===== src/sv/bilge_factor_table_interpolator_defines.svh =====
// assertion macros shared by the interpolator rtl
`ifndef BILGE_FACTOR_TABLE_INTERPOLATOR_DEFINES_SVH
`define BILGE_FACTOR_TABLE_INTERPOLATOR_DEFINES_SVH

// same-cycle implication, checked on every rising edge outside reset
`define BFTI_ASSERT_IMP(lbl, ante, cons, msg) \
  lbl: assert property (@(posedge clk_i) disable iff (!rst_ni) (ante) |-> (cons)) \
    else $error(msg);

// next-cycle implication
`define BFTI_ASSERT_NEXT(lbl, ante, cons, msg) \
  lbl: assert property (@(posedge clk_i) disable iff (!rst_ni) (ante) |=> (cons)) \
    else $error(msg);

`endif


===== src/sv/bfti_pkg.sv =====
package bfti_pkg;

  localparam int unsigned DATA_W    = 32;
  localparam int unsigned CFG_W     = 5;
  localparam int unsigned IDX_W     = 4;
  localparam int unsigned COND_W    = 2;
  localparam int unsigned ACC_W     = DATA_W + 2;
  localparam int unsigned SH_W      = DATA_W + 1;
  localparam int unsigned MUL_STEPS = DATA_W;
  localparam int unsigned DIV_STEPS = DATA_W + 1;
  localparam int unsigned CNT_W     = 6;

  localparam logic MODE_WRITE = 1'b0;
  localparam logic MODE_EVAL  = 1'b1;

  localparam logic [COND_W-1:0] COND_ROUND = 2'd0;
  localparam logic [COND_W-1:0] COND_SHARP = 2'd1;

  typedef enum logic [7:0] {
    S_IDLE  = 8'b0000_0001,
    S_FIRST = 8'b0000_0010,
    S_LAST  = 8'b0000_0100,
    S_SCAN  = 8'b0000_1000,
    S_MUL   = 8'b0001_0000,
    S_NORM  = 8'b0010_0000,
    S_DIV   = 8'b0100_0000,
    S_FIN   = 8'b1000_0000
  } state_e;

endpackage


===== src/sv/bfti_ram.sv =====
module bfti_ram #(
  parameter int unsigned WIDTH  = 64,
  parameter int unsigned DEPTH  = 16,
  localparam int unsigned ADDR_W = $clog2(DEPTH)
) (
  input  logic              clk_i,
  input  logic              we_i,
  input  logic [ADDR_W-1:0] waddr_i,
  input  logic [WIDTH-1:0]  wdata_i,
  input  logic [ADDR_W-1:0] raddr_i,
  output logic [WIDTH-1:0]  rdata_o
);

  logic [WIDTH-1:0] mem_q [DEPTH];
  logic [WIDTH-1:0] rdata_q;

  always_ff @(posedge clk_i) begin
    if (we_i) begin
      mem_q[waddr_i] <= wdata_i;
    end
    rdata_q <= mem_q[raddr_i];
  end

  assign rdata_o = rdata_q;

endmodule


===== src/sv/bilge_factor_table_interpolator.sv =====
// bilge factor from a breakpoint table: a start transfer with mode low writes one (x, y)
// entry and leaves busy low; with mode high it returns one factor on factor_value_o,
// marked by a single-cycle done_o strobe that cannot be held off, so the receiver must
// take it in that cycle. round and sharp conditions answer from constants, with done_o
// in the cycle after the start transfer. table lookups read entry 0, then the last entry
// in use, then scan spans one entry a cycle through the table ram, which has a separate
// read and write port; a query at or beyond either end returns that end's y. inside the
// table the span found is interpolated by a shift-add multiply and a restoring divide,
// both one bit a cycle on one shared adder. busy is high for the whole table evaluation;
// the table itself has no reset and must be written before it is read
module bilge_factor_table_interpolator
  import bfti_pkg::*;
#(
  parameter int unsigned TABLE_DEPTH = 16,
  parameter int unsigned FRAC_BITS   = 16
) (
  input  logic                     clk_i,
  input  logic                     rst_ni,
  // command channel
  input  logic                     start,
  output logic                     busy,
  input  logic                     mode_i,
  input  logic [IDX_W-1:0]         entry_index_i,
  input  logic signed [DATA_W-1:0] x_value_i,
  input  logic signed [DATA_W-1:0] y_value_i,
  input  logic [COND_W-1:0]        bilge_condition_i,
  // result strobe
  output logic                     done_o,
  output logic signed [DATA_W-1:0] factor_value_o,
  // entry count register
  input  logic                     cfg_valid_i,
  output logic                     cfg_ready_o,
  input  logic [CFG_W-1:0]         cfg_data_i
);

  `include "bilge_factor_table_interpolator_defines.svh"

  localparam int unsigned ADDR_W = $clog2(TABLE_DEPTH);
  // 1.0 and 0.7 in the chosen fixed-point format, 0.7 rounded to nearest
  localparam int unsigned ONE_INT = 1 << FRAC_BITS;
  localparam int unsigned SEVEN_TENTHS_INT = ((7 << FRAC_BITS) + 5) / 10;
  localparam logic [DATA_W-1:0] ONE = DATA_W'(ONE_INT);
  localparam logic [DATA_W-1:0] SEVEN_TENTHS = DATA_W'(SEVEN_TENTHS_INT);

  state_e state_q, state_d;

  logic [CFG_W-1:0]         entries_q;
  logic                     done_q, done_d;
  logic [DATA_W-1:0]        factor_q, factor_d;
  logic signed [DATA_W-1:0] qx_q, qx_d;          // query x
  logic signed [DATA_W-1:0] prev_x_q, prev_x_d;  // left end of the span under test
  logic signed [DATA_W-1:0] prev_y_q, prev_y_d;
  logic signed [DATA_W-1:0] last_y_q, last_y_d;  // fallback for an unsorted table
  logic [ADDR_W-1:0]        idx_q, idx_d;
  logic [SH_W-1:0]          mag_q, mag_d;        // |y1 - y0|
  logic                     neg_q, neg_d;        // y1 below y0
  logic [DATA_W-1:0]        w_q, w_d;            // span width
  logic [ACC_W-1:0]         acc_q, acc_d;        // product high part, then remainder
  logic [SH_W-1:0]          sh_q, sh_d;          // product low part, then quotient
  logic [CNT_W-1:0]         cnt_q, cnt_d;

  logic [ADDR_W-1:0]        last_idx;
  logic [ADDR_W-1:0]        rd_addr;
  logic [2*DATA_W-1:0]      rd_data;
  logic signed [DATA_W-1:0] ram_x, ram_y;
  logic                     wr_en;
  logic                     accept;

  // shared adder / subtractor
  logic [ACC_W-1:0]         au_a, au_b, au_s;
  logic                     au_sub;

  // span test and the differences that follow a hit
  logic                     in_span;
  logic [DATA_W:0]          dy_wide, w_wide, t_wide;
  logic                     div_bit;

  assign accept      = start && !busy;
  assign busy        = (state_q != S_IDLE);
  assign cfg_ready_o = !busy;
  assign done_o      = done_q;
  assign factor_value_o = factor_q;

  // entries in use, held between 2 and the table depth
  always_comb begin
    if (entries_q < CFG_W'(2)) begin
      last_idx = ADDR_W'(1);
    end else if (32'(entries_q) > TABLE_DEPTH) begin
      last_idx = ADDR_W'(TABLE_DEPTH - 1);
    end else begin
      last_idx = ADDR_W'(entries_q - CFG_W'(1));
    end
  end

  // table write happens on the transfer edge; out-of-range indexes are dropped
  assign wr_en = accept && (mode_i == MODE_WRITE) && (32'(entry_index_i) < TABLE_DEPTH);

  bfti_ram #(
    .WIDTH (2 * DATA_W),
    .DEPTH (TABLE_DEPTH)
  ) u_table (
    .clk_i   (clk_i),
    .we_i    (wr_en),
    .waddr_i (ADDR_W'(entry_index_i)),
    .wdata_i ({x_value_i, y_value_i}),
    .raddr_i (rd_addr),
    .rdata_o (rd_data)
  );

  assign ram_x = rd_data[2*DATA_W-1:DATA_W];
  assign ram_y = rd_data[DATA_W-1:0];

  // address for the entry needed in the next state
  always_comb begin
    unique case (state_q)
      S_FIRST: rd_addr = last_idx;
      S_LAST:  rd_addr = ADDR_W'(1);
      S_SCAN:  rd_addr = idx_q + ADDR_W'(1);
      default: rd_addr = '0;
    endcase
  end

  assign in_span = (prev_x_q <= qx_q) && (qx_q < ram_x);
  assign dy_wide = {ram_y[DATA_W-1], ram_y} - {prev_y_q[DATA_W-1], prev_y_q};
  assign w_wide  = {ram_x[DATA_W-1], ram_x} - {prev_x_q[DATA_W-1], prev_x_q};
  assign t_wide  = {qx_q[DATA_W-1], qx_q} - {prev_x_q[DATA_W-1], prev_x_q};

  // operand select for the shared unit
  always_comb begin
    au_a   = acc_q;
    au_b   = '0;
    au_sub = 1'b0;
    unique case (state_q)
      S_MUL: begin
        au_b = sh_q[0] ? ACC_W'(mag_q) : '0;
      end
      S_DIV: begin
        au_a   = {acc_q[SH_W-1:0], sh_q[SH_W-1]};
        au_b   = ACC_W'(w_q);
        au_sub = 1'b1;
      end
      S_FIN: begin
        au_a   = {{(ACC_W-DATA_W){prev_y_q[DATA_W-1]}}, prev_y_q};
        au_b   = ACC_W'(sh_q);
        au_sub = neg_q;
      end
      default: begin
        au_a = acc_q;
      end
    endcase
    au_s = au_sub ? (au_a - au_b) : (au_a + au_b);
  end

  assign div_bit = !au_s[ACC_W-1];

  always_comb begin
    state_d  = state_q;
    done_d   = 1'b0;
    factor_d = factor_q;
    qx_d     = qx_q;
    prev_x_d = prev_x_q;
    prev_y_d = prev_y_q;
    last_y_d = last_y_q;
    idx_d    = idx_q;
    mag_d    = mag_q;
    neg_d    = neg_q;
    w_d      = w_q;
    acc_d    = acc_q;
    sh_d     = sh_q;
    cnt_d    = cnt_q;

    unique case (state_q)
      S_IDLE: begin
        if (accept && (mode_i == MODE_EVAL)) begin
          case (bilge_condition_i)
            COND_ROUND: begin
              factor_d = ONE;
              done_d   = 1'b1;
            end
            COND_SHARP: begin
              factor_d = SEVEN_TENTHS;
              done_d   = 1'b1;
            end
            default: begin
              // other codes go to the table; entry 0 is being read now
              qx_d    = x_value_i;
              state_d = S_FIRST;
            end
          endcase
        end
      end
      S_FIRST: begin
        if (qx_q <= ram_x) begin
          factor_d = ram_y;
          done_d   = 1'b1;
          state_d  = S_IDLE;
        end else begin
          prev_x_d = ram_x;
          prev_y_d = ram_y;
          state_d  = S_LAST;
        end
      end
      S_LAST: begin
        if (qx_q >= ram_x) begin
          factor_d = ram_y;
          done_d   = 1'b1;
          state_d  = S_IDLE;
        end else begin
          last_y_d = ram_y;
          idx_d    = ADDR_W'(1);
          state_d  = S_SCAN;
        end
      end
      S_SCAN: begin
        if (in_span) begin
          neg_d   = dy_wide[DATA_W];
          mag_d   = dy_wide[DATA_W] ? (SH_W'(0) - dy_wide) : dy_wide;
          w_d     = w_wide[DATA_W-1:0];
          acc_d   = '0;
          sh_d    = {1'b0, t_wide[DATA_W-1:0]};
          cnt_d   = '0;
          state_d = S_MUL;
        end else if (idx_q == last_idx) begin
          // unsorted table with no matching span
          factor_d = last_y_q;
          done_d   = 1'b1;
          state_d  = S_IDLE;
        end else begin
          prev_x_d = ram_x;
          prev_y_d = ram_y;
          idx_d    = idx_q + ADDR_W'(1);
        end
      end
      S_MUL: begin
        // right-shifting shift-add: product ends up as {acc[31:0], sh[31:0]}
        acc_d = ACC_W'(au_s[ACC_W-1:1]);
        sh_d  = {sh_q[SH_W-1], au_s[0], sh_q[DATA_W-1:1]};
        cnt_d = cnt_q + CNT_W'(1);
        if (cnt_q == CNT_W'(MUL_STEPS - 1)) begin
          state_d = S_NORM;
        end
      end
      S_NORM: begin
        // quotient fits 33 bits, so the divide starts from product bit 33
        acc_d   = ACC_W'(acc_q[DATA_W-1:1]);
        sh_d    = {acc_q[0], sh_q[DATA_W-1:0]};
        cnt_d   = '0;
        state_d = S_DIV;
      end
      S_DIV: begin
        acc_d = div_bit ? au_s : au_a;
        sh_d  = {sh_q[SH_W-2:0], div_bit};
        cnt_d = cnt_q + CNT_W'(1);
        if (cnt_q == CNT_W'(DIV_STEPS - 1)) begin
          state_d = S_FIN;
        end
      end
      S_FIN: begin
        factor_d = au_s[DATA_W-1:0];
        done_d   = 1'b1;
        state_d  = S_IDLE;
      end
      default: begin
        state_d = S_IDLE;
      end
    endcase
  end

  always_ff @(posedge clk_i or negedge rst_ni) begin
    if (!rst_ni) begin
      state_q   <= S_IDLE;
      done_q    <= 1'b0;
      entries_q <= CFG_W'(2);
    end else begin
      state_q <= state_d;
      done_q  <= done_d;
      if (cfg_valid_i && cfg_ready_o) begin
        entries_q <= cfg_data_i;
      end
    end
  end

  always_ff @(posedge clk_i) begin
    factor_q <= factor_d;
    qx_q     <= qx_d;
    prev_x_q <= prev_x_d;
    prev_y_q <= prev_y_d;
    last_y_q <= last_y_d;
    idx_q    <= idx_d;
    mag_q    <= mag_d;
    neg_q    <= neg_d;
    w_q      <= w_d;
    acc_q    <= acc_d;
    sh_q     <= sh_d;
    cnt_q    <= cnt_d;
  end

  `BFTI_ASSERT_NEXT(a_write_no_result, accept && (mode_i == MODE_WRITE), !done_o,
    "table write produced a result")
  `BFTI_ASSERT_NEXT(a_round_is_one,
    accept && (mode_i == MODE_EVAL) && (bilge_condition_i == COND_ROUND),
    done_o && (factor_value_o == ONE), "round bilge did not give 1.0")
  `BFTI_ASSERT_IMP(a_scan_in_range, state_q == S_SCAN, idx_q <= last_idx,
    "span scan ran past the last entry")
  `BFTI_ASSERT_IMP(a_rem_below_div, state_q == S_DIV, acc_q < ACC_W'(w_q),
    "divide remainder not below span width")
  `BFTI_ASSERT_IMP(a_busy_end_done, $fell(busy), done_o,
    "evaluation ended without a result")

endmodule

===== config.mk =====
export PLATFORM = sky130hd
export DESIGN_NAME = bilge_factor_table_interpolator
export DESIGN_NICKNAME = d
export VERILOG_FILES = /design/src/sv/bfti_pkg.sv /design/src/sv/bfti_ram.sv /design/src/sv/bilge_factor_table_interpolator.sv
export VERILOG_INCLUDE_DIRS = /design/src /design/src/sv
export SDC_FILE = /design/constraint.sdc
export NUM_CORES = 2
export LEC_CHECK = 0
export ABC_AREA = 0
export BUFFER_PORTS_ARGS = -buffer_cell sky130_fd_sc_hd__buf_2
export CORE_MARGIN = 1
export CORE_UTILIZATION = 55
export CTS_BUF_LIST = sky130_fd_sc_hd__clkbuf_8
export DETAILED_ROUTE_END_ITERATION = 16
export PLACE_DENSITY = 0.81
export REMOVE_ABC_BUFFERS = 1
export SKIP_LAST_GASP = 1
export SYNTH_ARGS = -nofsm -noshare
export SYNTH_HDL_FRONTEND = slang
export SYNTH_SLANG_ARGS = --single-unit

===== constraint.sdc =====
create_clock -name clk_i -period 9.2 [get_ports clk_i]
set_input_delay 0.92 -clock clk_i [delete_from_list [all_inputs] [get_ports clk_i]]
set_output_delay 0.92 -clock clk_i [all_outputs]
set_load 0.005 [all_outputs]

### Word-level counts from Yosys, hierarchy flattened

Memory sizes are Yosys's and may differ from the RTL's. A register that Yosys moved wholly into a read port is not among the register bits.
Cells that the tools add are included.

* reduce and logical (&&, ||, !) cells: 28
* add/subtract/negate cells: 9
* multipliers: 0
* equal/unequal tests: 27
* shifts and indexed selects: 0
* magnitude comparators: 6
* multiplexer cells: 53
* bitwise gates (word level): 5
* div/mod/pow operators: 0

Operators by type and width (count)
* $mux 32: 12
* $pmux 32 s2: 3
* $pmux 32 s5: 1
* $pmux 34 s4: 1
* $pmux 33 s4: 1
* $mux 34: 3
* $pmux 33 s3: 1
* $pmux 34 s2: 1
* $mux 33: 2
* $le 32x32->1: 2
* $sub 32x32->32: 2
* $pmux 8 s7: 1
* $mux 8: 6
* $add 34x34->34: 1
* $sub 34x34->34: 1
* $sub 1x33->33 const A: 1
* $sub 32x32->33: 1
* $ge 32x32->1: 1
* $lt 32x32->1: 1
* $mux 4: 6
* $ne 2x2->1 const B: 12
* $pmux 6 s3: 1
* $pmux 4 s3: 1
* $reduce_and 3->1: 3
* other kinds (39): 63

* bits of input ports: 80
* latch bits: 0
* bits in registers: 317
* RAM bits: 1024
* memories kept: 1
* bits in read-only memories: 0
* word-level logic and storage cells: 146
* output and inout port bits: 35

Memory list
* u_table.mem_q: words 16, bits a word 64, rd ports 1, clocked after memory_dff 1, wr ports 1, RTL line bfti_ram.sv:14 `logic [WIDTH-1:0] mem_q [DEPTH];`

### Depth between registers and ports, before layout

* depth in word-level cells: 7
* depth in mapped cells: 25
* gate-level depth less buffers: 22

### Hierarchy

A second synthesis with hierarchy kept.

* cells, all modules: 3962
* area, all modules: 61908.1 sq um

By module, submodules not included
* bfti_ram: area each 39581.7 sq um, cells an instance 1647, times used 1, seq. area each 32030.7 sq um
* bilge_factor_table_interpolator: area each 22326.4 sq um, cells an instance 2315, times used 1, seq. area each 9451.6 sq um

### Least setup slack after synthesis

No wires, ideal clock.

* path type: reg-to-reg
* start point: reg state_q[1]
* end point: mem u_table.mem_q[0][0], enable pin
* arrival: 6.325 ns
* path buffers: 0
* clock period less this slack: 6.890 ns
* setup slack: 2.310 ns
* stages on the path, launching flop included: 8
* cells stage by stage: dfrtp_1 > or4_1 > nor3_1 > nand3b_1 > nor3b_1 > nor2b_1 > nand2b_1 > nor3_1

* word-level cells in the longest chain between the ends: 6

RTL lines
* start, declared: RTL line bilge_factor_table_interpolator.sv:45 `state_e state_q, state_d;`
* start signal, assigned: RTL line bilge_factor_table_interpolator.sv:275 `state_q <= state_d;`
* $ne 8x1->1: RTL line bilge_factor_table_interpolator.sv:79 `assign busy = (state_q != S_IDLE);`
* net busy: RTL line bilge_factor_table_interpolator.sv:21 `output logic busy,`
* $logic_not 1->1: RTL line bilge_factor_table_interpolator.sv:78 `assign accept = start && !busy;`
* $logic_and 1x1->1: RTL line bilge_factor_table_interpolator.sv:78
* $logic_and 1x1->1: RTL line bilge_factor_table_interpolator.sv:96 `assign wr_en = accept && (mode_i == MODE_WRITE) && (32'(entry_index_i) < TABLE_DEPTH);`
* $mux 1: RTL line bfti_ram.sv:18 `if (we_i) begin`
* $mux 1 (implied by the code): RTL line bfti_ram.sv:19 `mem_q[waddr_i] <= wdata_i;`
* end, declared: RTL line bfti_ram.sv:14

The timed path passes the listed nets, and every way through them passes these cells.

### Worst setup path after layout

* start point: reg state_q[7]
* end point: reg acc_q[3] (data pin)

* word-level cells in the longest chain between the ends: 6
* elaborated cells on any way between the ends: 13

RTL lines
* $eq 8x8->1, or another cell as far along: RTL line bilge_factor_table_interpolator.sv:133 `unique case (state_q)`
* $pmux 33 s3 / $pmux 34 s2 (equally long branches): RTL line bilge_factor_table_interpolator.sv:133
* $add 34x34->34 / $sub 34x34->34 (equally long branches): RTL line bilge_factor_table_interpolator.sv:151 `au_s = au_sub ? (au_a - au_b) : (au_a + au_b);`
* $mux 34: RTL line bilge_factor_table_interpolator.sv:151
* $mux 34: RTL line bilge_factor_table_interpolator.sv:251 `acc_d = div_bit ? au_s : au_a;`
* $pmux 34 s4 *: RTL line bilge_factor_table_interpolator.sv:172 `unique case (state_q)`
* net acc_d[3]: RTL line bilge_factor_table_interpolator.sv:58 `logic [ACC_W-1:0] acc_q, acc_d;`
* end signal, assigned: RTL line bilge_factor_table_interpolator.sv:293 `acc_q <= acc_d;`
* end, declared: RTL line bilge_factor_table_interpolator.sv:58

The timed path passes the listed nets; every way through them passes the cells marked *.
A chain may end at the register's enable or synchronous reset.

==> flow_metrics.py <==
metrics = {
    "status": {
        "status": "finished, final reports clean",
    },
    "clock_network": {
        "tritoncts": "done",
        "cts_buffer_depth": 3,
        "root_buffer": "clkbuf_8",
        "ctsResizeCount": 0,
        "ctsHoldBuffers": 1,
        "cts_setup_buffers": 0,
        "path_clk_slew_ns": 0.06,
        "clock_latency_ns": 0.91,
        "cts_sinks": 1405,
        "h-tree-depth": 4,
        "cts_inserted_buffers": 209,
    },
    "sta": {
        "final_max_slew_viol_count": 0,
        "worst_clock_skew_ns": 0.0367,
        "hold_viol": 0,
        "tightest_slew_ns": 1.22,
        "fin_crit_sh_pct": 73.2,
        "setup_viol": 0,
        "fmax_ghz": 0.149,
        "period_needed_ns": 6.73,
        "maxSlewHeadroom_pct": 18.7,
        "grt_setup_unrepaired": "false",
    },
    "pwr": {
        "p_total_mw": 14.2,
        "p_leak_nw": 24.6,
        "power_frac_clock_pct": 35.8,
        "intPower_mw": 10.5,
        "p_sw_mw": 3.69,
        "p_comb_share_pct": 12.6,
        "power_frac_seq_pct": 51.7,
        "ir_worst_vdd_mv": 0.126,
        "power-per-cell-area_nw_per_um2": 204,
        "switching_share_pct": 25.9,
    },
    "final_layout": {
        "fin_cells": 6797,
        "fin_util_pct": 61.1,
        "fin_area_sq_um": 69700,
        "drive_gt1_share_pct": 10.1,
        "nets": 5350,
        "fillCellCount": 8441,
        "synthToLayoutAreaGrowth_pct": 10.2,
    },
    "grt": {
        "grt_max_degree": 200,
        "first_global_vias": 41100,
        "antenna_found_initial": 10,
        "grt_usage_pct": 27.1,
        "overflow": 0,
        "grt_pass1_wl_um": 241000,
    },
    "detailed_routing": {
        "drt_iter0_markers": 5358,
        "wl_um": 162000,
        "drc": 0,
        "viasPerCell": 6.32,
        "antenna_left": 0,
        "wire_per_inst_um": 23.8,
        "firstDrtPassIters": 6,
        "vias": 43000,
    },
    "critical_path": {
        "worst-setup-path-type": "reg2reg",
        "path_delay_family": "compound AO/OA/AOI/OAI gates",
        "rr_worst_depth": 19,
        "crit_required_ns": 9.77,
        "r2r_end": "acc_q[3]$_DFFE_PP_",
        "worstSetupStartpointType": "flip-flop",
        "critPathMaxFanout": 36,
        "arrival_ns": 7.31,
        "crit_slowest_cell": "nor2b_2",
        "r2r_slack_ns": 2.47,
        "crit-reg2reg-launch": "state_q[7]$_DFFE_PN0P_",
        "cp_slowest_stage_delay_ns": 0.96,
        "worstSetupEndpointType": "flip-flop",
        "path_cells": "nor2b_2, a22oi_1, o2bb2ai_1, nor4b_1, and2_1, nor2_1, xor2_1, ha_1, a21o_1, nor3_1, a21oi_1, a311oi_1, a31oi_1, o311ai_0, a31oi_1, xnor2_2, buf_12, mux2i_1, o221ai_1",
        "crit_top_cell": "a31oi_1",
        "critical_path_buf_inv_count": 1,
    },
    "synth": {
        "postSynth.asyncResetShare_pct": 0.996,
        "yosysMostFrequentCell": "edfxtp_1",
        "synth-edff-count": 1327,
        "synth_area_sq_um": 63300,
        "synth_common_cells": "edfxtp_1 (1327), nand2_1 (682), a211oi_1 (331)",
        "yosysTopAreaCell": "edfxtp_1",
        "synth.area.top_cells": "edfxtp_1 (63%), nand2_1 (4.0%), a211oi_1 (3.9%), ha_1 (3.3%), and2_1 (2.7%)",
        "synth_cells": 4991,
        "synth_top_cell_area_share_pct": 63.0,
        "yosysWarnings": 0,
        "synth_ff_type": "edfxtp_1",
        "avgSynthCellArea_sq_um": 12.7,
        "ys_seq_area_share_pct": 65.6,
        "ys_ff_latch": 1405,
        "ys_types": 82,
    },
    "die": {
        "die-area_sq_um": 116000,
        "die_x_um": 341,
        "die_y_um": 341,
        "start_util_pct": 55.4,
        "core_sq_um": 114000,
        "ios": 115,
        "rows": 124,
    },
    "placed_design": {
        "dpl_cell_area_sq_um": 65500,
        "gp_congestion": 0.973,
        "numPortBuffers": 114,
        "dp.final_hpwl_um": 94800,
        "placed_cells": 6400,
    },
    "worst_hold_path": {
        "min_to": "entries_q[3]$_DFFE_PN0P_",
        "worstHoldPathType": "in2reg",
        "whs_path_depth": 2,
        "hold_start": "cfg_data_i[3]",
    },
    "job": {
        "drv_cap": 0,
    },
}
==> logic make-up after synthesis <==
group | synth area share, %
fa+ha+maj | 3.41
buf+inv | 2.64
compound gates | 15.6
xor+xnor | 2.51
flops | 65.6
mux | 0.279
simple gates | 10.0
==> metal layers <==
layer  global-route usage, %  part of all wire (%)  vias to the layer above
li1                        -                     -                    19300
met4                    9.93                   3.1                        8
met1                    37.0                    40                    20900
met3                    5.77                    10                      377
met2                    43.1                    47                     2342
met5                       0                 0.040                        -
==> power by group through the flow <==
stage	logic, mW	registers, mW	clock network, mW
2_1_floorplan	1.30	7.42	0
3_3_place_gp	1.68	7.47	0
3_5_place_dp	1.74	7.47	0
4_1_cts	1.76	7.34	5.13
5_1_grt	1.94	7.35	5.39
6_report	1.79	7.34	5.08
==> sequential cells by signal (all words and copies together) (netlist names), 4 cells and up <==
| signal | flops |
|---|---|
| qx_q | 32 |
| acc_q | 34 |
| factor_value_o | 32 |
| entries_q | 5 |
| sh_q | 33 |
| last_y_q | 32 |
| u_table.mem_q | 1024 |
| u_table.rdata_o | 64 |
| prev_x_q | 32 |
| mag_q | 33 |
| idx_q | 4 |
| w_q | 32 |
| cnt_q | 6 |
| prev_y_q | 32 |
| state_q | 8 |
==> cells in the final DEF (no fill, tap or decap), drive strengths merged, types with 69 or more instances in the layout <==
cell type,instances
a211oi,331
clkbuf,236
a21oi,273
inv,234
a22oi,116
xor2,69
buf,185
nand2,682
ha,166
a21o,84
xnor2,112
o21ai,137
a31oi,158
nor2,139
a311oi,130
edfxtp,1327
and2,272
==> area by class of cell <==
| type | instances | area [sq um] | share of cell area [%] |
|---|---|---|---|
| diodes | 5 | 12.5 | 0.0179 |
| clock buffers | 236 | 3250 | 4.66 |
| clock inverters | 155 | 992 | 1.42 |
| inverters | 154 | 578 | 0.829 |
| multi-input cells | 3144 | 20300 | 29.2 |
| flip-flops and latches | 1405 | 41500 | 59.5 |
| well taps | 1512 | 1890 | 2.71 |
| repair buffers | 186 | 1200 | 1.72 |
==> how the worst max path moves through the flow <==
stage | start | end | slack [ns] | cells after the start
2_1_floorplan | state_q[0]$_DFFE_PN1P_ | u_table.rdata_o[0]$_DFF_P_ | -12.31 | 10
3_3_place_gp | state_q[1]$_DFFE_PN0P_ | acc_q[3]$_DFFE_PP_ | 2.69 | 18
3_5_place_dp | state_q[1]$_DFFE_PN0P_ | acc_q[6]$_DFFE_PP_ | 2.64 | 19
4_1_cts | state_q[1]$_DFFE_PN0P_ | acc_q[3]$_DFFE_PP_ | 2.56 | 18
5_1_grt | state_q[7]$_DFFE_PN0P_ | acc_q[3]$_DFFE_PP_ | 1.94 | 19
6_report | state_q[7]$_DFFE_PN0P_ | acc_q[3]$_DFFE_PP_ | 2.47 | 19
==> through the flow <==
step                      setup WS, ns  TNS [ns]  hold slack [ns]
after detailed placement          2.64         0            0.455
after global placement            2.69         0            0.443
final                             2.47         0            0.255
after global routing              1.94         0            0.233
after CTS                         2.56         0            0.194
after floorplan                 -12.31   -962.16            0.434
Note: power is estimated with default switching activity, not from simulation.
